### src/hdl/mesh_vertex_dedup_indexer_top_macros.svh
// Assertion macros for the mesh vertex dedup indexer.
// Included by the top module, which carries the concurrent checks.
`ifndef MESH_VERTEX_DEDUP_INDEXER_TOP_MACROS_SVH
`define MESH_VERTEX_DEDUP_INDEXER_TOP_MACROS_SVH
`ifndef SYNTH
`define MVD_ASSERT(lbl, clk, rstn, prop) \
  lbl: assert property (@(posedge clk) disable iff (!rstn) prop) else $error("%m: lbl");
`define MVD_ASSERT_NORST(lbl, clk, prop) \
  lbl: assert property (@(posedge clk) prop) else $error("%m: lbl");
`else
`define MVD_ASSERT(lbl, clk, rstn, prop)
`define MVD_ASSERT_NORST(lbl, clk, prop)
`endif
`endif

### src/hdl/mvdi_pkg.sv
// Package for the mesh vertex dedup indexer: widths, codes, types.
// No dependencies.
package mvdi_pkg;
  localparam int unsigned AttrDepthDef = 1024;
  localparam int unsigned VertDepthDef = 1024;
  localparam int unsigned WordW  = 32;
  localparam int unsigned IdxW   = 16;
  localparam int unsigned KeyW   = 48;
  localparam int unsigned OutIdxW = 10;

  typedef enum logic [1:0] {
    MODE_POS  = 2'd0,
    MODE_TEX  = 2'd1,
    MODE_NRM  = 2'd2,
    MODE_FACE = 2'd3
  } mode_e;

  typedef enum logic [2:0] {
    ST_IDLE,
    ST_SEARCH,
    ST_DECIDE,
    ST_READ,
    ST_OUT
  } state_e;

  // Search control that enters the head of the cell chain
  typedef struct packed {
    logic            start;
    logic [KeyW-1:0] key;
  } srch_t;
endpackage

### src/hdl/mvdi_cell.sv
// One key cell of the systolic dedup chain: holds one vertex key and
// compares the search key passing by. Depends on mvdi_pkg.
module mvdi_cell import mvdi_pkg::*; #(
  parameter int unsigned VertDepth = VertDepthDef,
  parameter int unsigned Index     = 0
) (
  input  logic                         clk_i,
  input  logic                         rst_ni,
  input  logic                         wr_i,      // write key into this cell
  input  logic [KeyW-1:0]              wr_key_i,
  input  logic [$clog2(VertDepth+1)-1:0] count_i,
  input  srch_t                        srch_i,    // search token from left
  input  logic                         hit_i,     // hit found upstream
  input  logic [$clog2(VertDepth)-1:0] hit_idx_i,
  output srch_t                        srch_o,
  output logic                         hit_o,
  output logic [$clog2(VertDepth)-1:0] hit_idx_o
);
  localparam int unsigned IW = $clog2(VertDepth);
  localparam int unsigned CW = $clog2(VertDepth+1);

  logic [KeyW-1:0] key_q;
  logic            start_q;
  logic [KeyW-1:0] skey_q;
  logic            hit_q;
  logic [IW-1:0]   hit_idx_q;
  logic            match;

  // key storage, written once when the vertex is appended
  always_ff @(posedge clk_i) begin
    if (wr_i) key_q <= wr_key_i;
  end

  // compare only if this cell holds a live key; first hit wins
  assign match = srch_i.start && !hit_i && (CW'(Index) < count_i) &&
                 (key_q == srch_i.key);

  always_ff @(posedge clk_i or negedge rst_ni) begin
    if (!rst_ni) begin
      start_q <= 1'b0;
      hit_q   <= 1'b0;
    end else begin
      start_q <= srch_i.start;
      hit_q   <= srch_i.start && (hit_i || match);
    end
  end

  always_ff @(posedge clk_i) begin
    skey_q    <= srch_i.key;
    hit_idx_q <= match ? IW'(Index) : hit_idx_i;
  end

  assign srch_o    = {start_q, skey_q};
  assign hit_o     = hit_q;
  assign hit_idx_o = hit_idx_q;
endmodule

### config.mk
export PLATFORM = sky130hd
export DESIGN_NAME = mvdi_cell
export DESIGN_NICKNAME = d
export VERILOG_FILES = /design/src/hdl/mesh_vertex_dedup_indexer_top_macros.svh /design/src/hdl/mvdi_pkg.sv /design/src/hdl/mvdi_cell.sv
export SDC_FILE = /design/constraint.sdc
export NUM_CORES = 1
export LEC_CHECK = 0
export ABC_AREA = 1
export ABC_CLOCK_PERIOD_IN_PS = 2000
export BUFFER_PORTS_ARGS = -buffer_cell sky130_fd_sc_hd__clkbuf_2
export CORE_MARGIN = 2
export CORE_UTILIZATION = 43
export DETAILED_ROUTE_END_ITERATION = 7
export PLACE_DENSITY = 0.75
export SLEW_MARGIN = 25
export SYNTH_ARGS = -nofsm -noshare
export SYNTH_HDL_FRONTEND = slang
export SYNTH_SLANG_ARGS = --single-unit
### constraint.sdc
create_clock -name clk_i -period 2 [get_ports clk_i]
set_input_delay 0.4 -clock clk_i [delete_from_list [all_inputs] [get_ports clk_i]]
set_output_delay 0.4 -clock clk_i [all_outputs]
set_load 0.1 [all_outputs]
==> results.yml, run 1 <==
outcome:
  outcome: "finished, final reports clean"
global_route:
  grt_pass1_wl_um: 12500
  grt_max_degree: 49
  grt-ovfl-total: 0
  antenna_found_initial: 0
  first_global_vias: 2856
  grtUsageTotal_pct: 16.8
floorplan:
  io_pins: 182
  std_cell_rows: 34
  initial_core_util_pct: 43.8
  fp.dieH_um: 97.5
  die_w_um: 97.5
  die-area_um2: 9510
  core_um2: 8590
logic_synthesis:
  syn_nets: 511
  postSynthAreaPerCell_um2: 9.67
  yosysTopAreaCell: "edfxtp_1"
  synth_flop_cell: "dfxtp_1"
  ys_warn_count: 0
  synth_most_common_cell: "nand2_1"
  yosysSeqAreaShare_pct: 70.5
  synth_cell_type_count: 15
  synth_top_area_share_pct: 38.3
  netlist_area_um2: 3760
  synth_top_cells_by_area: "edfxtp_1 38%, dfxtp_1 31%, nand2_1 11%"
  synth_edf_count: 48
  yosys_register_bits: 108
  syn-instance-count: 389
  async_flop_share_pct: 1.85
  yosys-top-cells-count: "109 x nand2_1, 87 x inv_1, 67 x nor2_1"
routing:
  ant_nets: 0
  first_pass_iters: 4
  drtIter0Drc: 64
  routed_wirelength_um: 8000
  via_per_inst: 4.19
  drc: 0
  vias: 2914
  wl_per_cell_um: 11.5
clock_network:
  cts-resized-gates: 0
  cts_buffer_depth: 2
  clkTransAtPathRegs_ns: 0.10
  cts_root_buffer: "clkbuf_8"
  cts_sinks: 108
  cts_tree: "built"
  clk_latency_ns: 0.35
  htreeDepth: 3
  cts_buffers: 9
sta:
  tightestPinTransition_ns: 0.586
  slew-limit-headroom_pct: 61.1
  whs_ns: 0.157
  rsz0062_at_grt: "false"
  slew_viol_final: 0
  tns_ns: 0
  hold_violations: 0
  timing.fmax_mhz: 638
  fin_skew_ns: 0.00900
  post-route-period-util_pct: 78.4
  fin_crit_ns: 1.57
  setup_viol: 0
power:
  ir_drop_v: 0.000508
  p_per_area_nw_per_um2: 935
  power.leakage_nw: 2.76
worst_setup_path:
  max_stage_delay_ns: 0.45
  required_ns: 1.60
  crit_path_end_kind: "output pin"
  start_kind: "register"
  reg2reg_slack_ns: 0.50
  crit_chain: "clkbuf_2"
  crit_family: "buffers and inverters"
  cp_slowest_cell: "clkbuf_2"
  crit_path_max_fanout: 1
  path_buf_inv: 1
  critical_path_arrival_ns: 1.17
  worst-setup-path-type: "register to output pin"
placed_design:
  place_congestion: 0.749
  io_buffers: 181
  post-dp-hpwl_um: 6330
layout:
  num-fill-cells: 797
  syn_to_final_growth_pct: 33.5
  antennaDiodeCount: 0
  drive_gt1_share_pct: 33.7
  nets: 704
job:
  drv_cap: 0
min_path:
  hp-class: "input port to register"
[cell families after synthesis]
kind of cell | count (synthesis) | synth area share (%)
flip-flops | 108 | 70.5
AND/OR/NAND/NOR | 178 | 17.9
XOR/XNOR | 7 | 1.63
buffers and inverters | 89 | 8.98
AO/OA/AOI/OAI | 7 | 0.965
[registers in the layout (all words and copies together), names as in the netlist]
register / count
hit_o: 1
hit_idx_o: 10
start_q: 1
skey_q: 48
key_q: 48
[path summary, 6_finish.rpt]
path                                     start                      end  depth (start not counted)
max reg2reg                key_q[19]$_DFFE_PP_  hit_idx_o[6]$_SDFF_PP0_                         10
min                                  srch_i[3]        skey_q[3]$_DFF_P_                          1
max in group asynchronous               rst_ni        start_q$_DFF_PN0_                          2
min reg2reg                key_q[12]$_DFFE_PP_          hit_o$_DFF_PN0_                          7
min in group asynchronous               rst_ni          hit_o$_DFF_PN0_                          2
max                          start_q$_DFF_PN0_               srch_o[48]                          1
[per-stage QoR]
step                      setup WS, ns  utilization (%)  cells  instance area (um^2)  power (mW)
final                            0.433             58.4    695                  5020        4.70
after detailed placement         0.305             56.0    678                  4810        3.44
after global routing             0.263             58.4    695                  5020        4.90
after floorplan                  0.691                -    389                  3760        3.18
after global placement           0.334             56.0    678                  4810        3.41
after CTS                        0.411             58.4    695                  5020        4.75
[timing repair]
action,in CTS,in global routing
buffers inserted,0,0
hold endpoints to repair,2,0
hold buffers,1,0
[routing by layer]
layer | up-vias | wire length (um) | share of wire (%) | GRT usage (%)
met4 | 0 | 220 | 2.8 | 8.55
met5 | - | 0 | 0 | 0
met2 | 101 | 4290 | 54 | 31.1
met1 | 1268 | 3040 | 38 | 17.5
met3 | 17 | 449 | 5.6 | 4.03
li1 | 1528 | - | - | -
[cell usage in the layout (no fill, tap or decap)]
cell type / netlist / layout
edfxtp_1: 48 / 48
clkinv_2: 0 / 1
xor2_1: 3 / 3
dfxtp_1: 58 / 58
buf_12: 0 / 1
nand3_1: 1 / 1
clkbuf_2: 0 / 181
clkinv_4: 0 / 2
inv_1: 87 / 87
clkinv_1: 0 / 1
nand3b_1: 1 / 1
xnor2_1: 4 / 4
bufinv_16: 0 / 1
nor2_1: 67 / 67
o22ai_1: 1 / 1
inv_6: 0 / 2
o21ai_0: 5 / 5
a21oi_1: 1 / 1
clkbuf_8: 0 / 9
inv_2: 1 / 1
dlygate4sd3_1: 0 / 1
dfrtp_1: 2 / 2
nand2_1: 109 / 109
[report_power, final]
group / leakage [nW] / switching (mW) / internal (mW)
logic: 1.67 / 0.669 / 0.207
registers: 0.984 / 0.0518 / 2.45
clock network: 0.102 / 0.727 / 0.587
[layout make-up]
type                            count  area (um^2)  area share [%]
Timing Repair Buffer              183          936            18.6
Inverter                           88          330            6.58
Clock inverter                      7         73.8            1.47
Multi-Input combinational cell    192          771            15.3
Tap cell                          108          135            2.69
Clock buffer                        9          124            2.47
Sequential cell                   108         2650            52.8
No activity file was read; power rests on OpenSTA's default activity.
==> inputs of run 2 (changes only) <==
--- a/config.mk
+++ b/config.mk
@@ -6,7 +6,7 @@
 export NUM_CORES = 1
 export LEC_CHECK = 0
 export ABC_AREA = 1
-export ABC_CLOCK_PERIOD_IN_PS = 2000
+export ABC_CLOCK_PERIOD_IN_PS = 1600
 export BUFFER_PORTS_ARGS = -buffer_cell sky130_fd_sc_hd__clkbuf_2
 export CORE_MARGIN = 2
 export CORE_UTILIZATION = 43
==> constraint.sdc (replaced) <==
create_clock -name clk_i -period 1.6 [get_ports clk_i]
set_input_delay 0.32 -clock clk_i [delete_from_list [all_inputs] [get_ports clk_i]]
set_output_delay 0.32 -clock clk_i [all_outputs]
set_load 0.1 [all_outputs]
==> run 2 against run 1 <==
Against the previous run: routed wire length down 0.80%; global-route usage down 0.14 points; power up 25%; combinational power up 26%; utilization up 0.32 points; first-iteration DRC count up 33%; worst hold slack worse by 0.085 ns.
==> results.yml, run 2 (synthesis results as in run 1) <==
routing:
  via_per_inst: 4.16
  first_pass_iters: 4
  ant_nets: 0
  vias: 2902
  wl_per_cell_um: 11.4
  drtIter0Drc: 85
  routed_wirelength_um: 7940
  drc: 0
sta:
  setup_viol: 0
  slew-limit-headroom_pct: 61.5
  post-route-period-util_pct: 93.0
  whs_ns: 0.0718
  fin_crit_ns: 1.49
  hold_violations: 0
  slew_viol_final: 0
  fin_skew_ns: 0.0115
  rsz0062_at_grt: "true"
  timing.fmax_mhz: 672
  tightestPinTransition_ns: 0.580
worst_setup_path:
  r2r-end: "hit_idx_o[8]$_SDFF_PP0_"
  start_kind: "register"
  cp_slowest_cell: "clkbuf_2"
  required_ns: 1.28
  crit_chain: "clkbuf_2"
  critical_path_arrival_ns: 1.17
  path_buf_inv: 1
  r2r.worst_path.cells: 10
  worst-setup-path-type: "register to output pin"
  reg2reg_slack_ns: 0.14
  crit_path_end_kind: "output pin"
  max_stage_delay_ns: 0.45
  crit_path_max_fanout: 1
  r2r_start: "key_q[19]$_DFFE_PP_"
  crit_family: "buffers and inverters"
floorplan:
  die-area_um2: 9510
  die_w_um: 97.5
  io_pins: 182
  std_cell_rows: 34
  initial_core_util_pct: 43.8
  fp.dieH_um: 97.5
  core_um2: 8590
min_path:
  hold_depth: 1
  hp-class: "input port to register"
  holdCritStartpoint: "srch_i[3]"
  whs_endpoint: "skey_q[3]$_DFF_P_"
clock_network:
  cts_sinks: 108
  cts_buffers: 9
  clkTransAtPathRegs_ns: 0.10
  cts_tree: "built"
  htreeDepth: 3
  cts_buffer_depth: 2
  clk_latency_ns: 0.36
  cts_root_buffer: "clkbuf_8"
layout:
  final_common_cell: "clkbuf_2"
  drive_gt1_share_pct: 34.6
  layout_common_cells: "181 x clkbuf_2, 108 x nand2_1, 87 x inv_1"
  antennaDiodeCount: 0
  nets: 706
  syn_to_final_growth_pct: 34.3
power:
  p_comb_share_pct: 18.7
  p_clk_share_pct: 28.0
  finalPower_mw: 5.88
  p_per_area_nw_per_um2: 1160
  p_switching_mw: 1.82
  ir_drop_v: 0.000581
  p_sw_share_pct: 30.9
  p_int_mw: 4.06
  power.leakage_nw: 2.77
  pwr-share-seq_pct: 53.3
job:
  drv_cap: 0
global_route:
  grt_max_degree: 49
  first_global_vias: 2886
  grt_pass1_wl_um: 12400
  antenna_found_initial: 0
  grt-ovfl-total: 0
  grtUsageTotal_pct: 16.6
placed_design:
  post-dp-hpwl_um: 6270
  io_buffers: 181
  place_congestion: 0.749
outcome:
  outcome: "finished, final reports clean"
==> run 2: metrics by stage <==
stage	utilization, %	instances	setup slack (ns)	instance area, um^2	setup TNS [ns]
after global placement	56.0	678	0.0139	4810	0
after CTS	58.4	695	0.0436	5020	0
after detailed placement	56.0	678	-0.000107	4810	-0.000107
after global routing	58.8	697	-0.00489	5050	-0.0147
final	58.8	697	0.112	5050	0
after floorplan	-	389	0.371	3760	0
==> run 2: how the worst max path moves through the flow <==
stage / startpoint / to / slack, ns / depth (start not counted)
2_1_floorplan: hit_idx_o[0]$_SDFF_PP0_ / hit_idx_o[0] / 0.37 / 0
3_3_place_gp: srch_i[19] / hit_idx_o[0]$_SDFF_PP0_ / 0.01 / 12
3_5_place_dp: srch_i[19] / hit_idx_o[6]$_SDFF_PP0_ / -0.0001 / 12
4_1_cts: key_q[6]$_DFFE_PP_ / hit_idx_o[6]$_SDFF_PP0_ / 0.04 / 10
5_1_grt: key_q[17]$_DFFE_PP_ / hit_idx_o[8]$_SDFF_PP0_ / -0.005 / 10
6_report: start_q$_DFF_PN0_ / srch_o[48] / 0.11 / 1
==> run 2: final cells by class <==
type | count | area, um^2
fill | 746 | 3540
sequential | 108 | 2650
timing repair buffer | 184 | 943
multi-input combinational | 192 | 781
inverter | 88 | 333
tap | 108 | 135
clock buffer | 9 | 124
clock inverter | 7 | 73.8
timing repair inverter | 1 | 7.51
==> run 2: timing repair <==
item | CTS | global route
endpoints found under the setup margin | 0 | 10
hold buffers | 1 | 0
setup buffers | 0 | 1
endpoints found under the hold margin | 2 | 0
gates resized for setup | 0 | 6
==> run 2: power groups by stage <==
stage / Clock (mW) / Combinational, mW / Sequential (mW)
finish: 1.65 / 1.10 / 3.13
CTS: 1.72 / 1.10 / 3.13
detailed placement: 0 / 1.10 / 3.20
global route: 1.80 / 1.18 / 3.15
floorplan: 0 / 0.205 / 3.76
global placement: 0 / 1.08 / 3.19
==> run 2: routing by layer <==
metal  track usage (%)  wire length (um)  up-vias
met4              8.55               201        0
met5                 0                 0        -
met3              4.32               398       14
li1                  -                 -     1538
met2              31.1              4280       90
met1              16.8              3060     1260
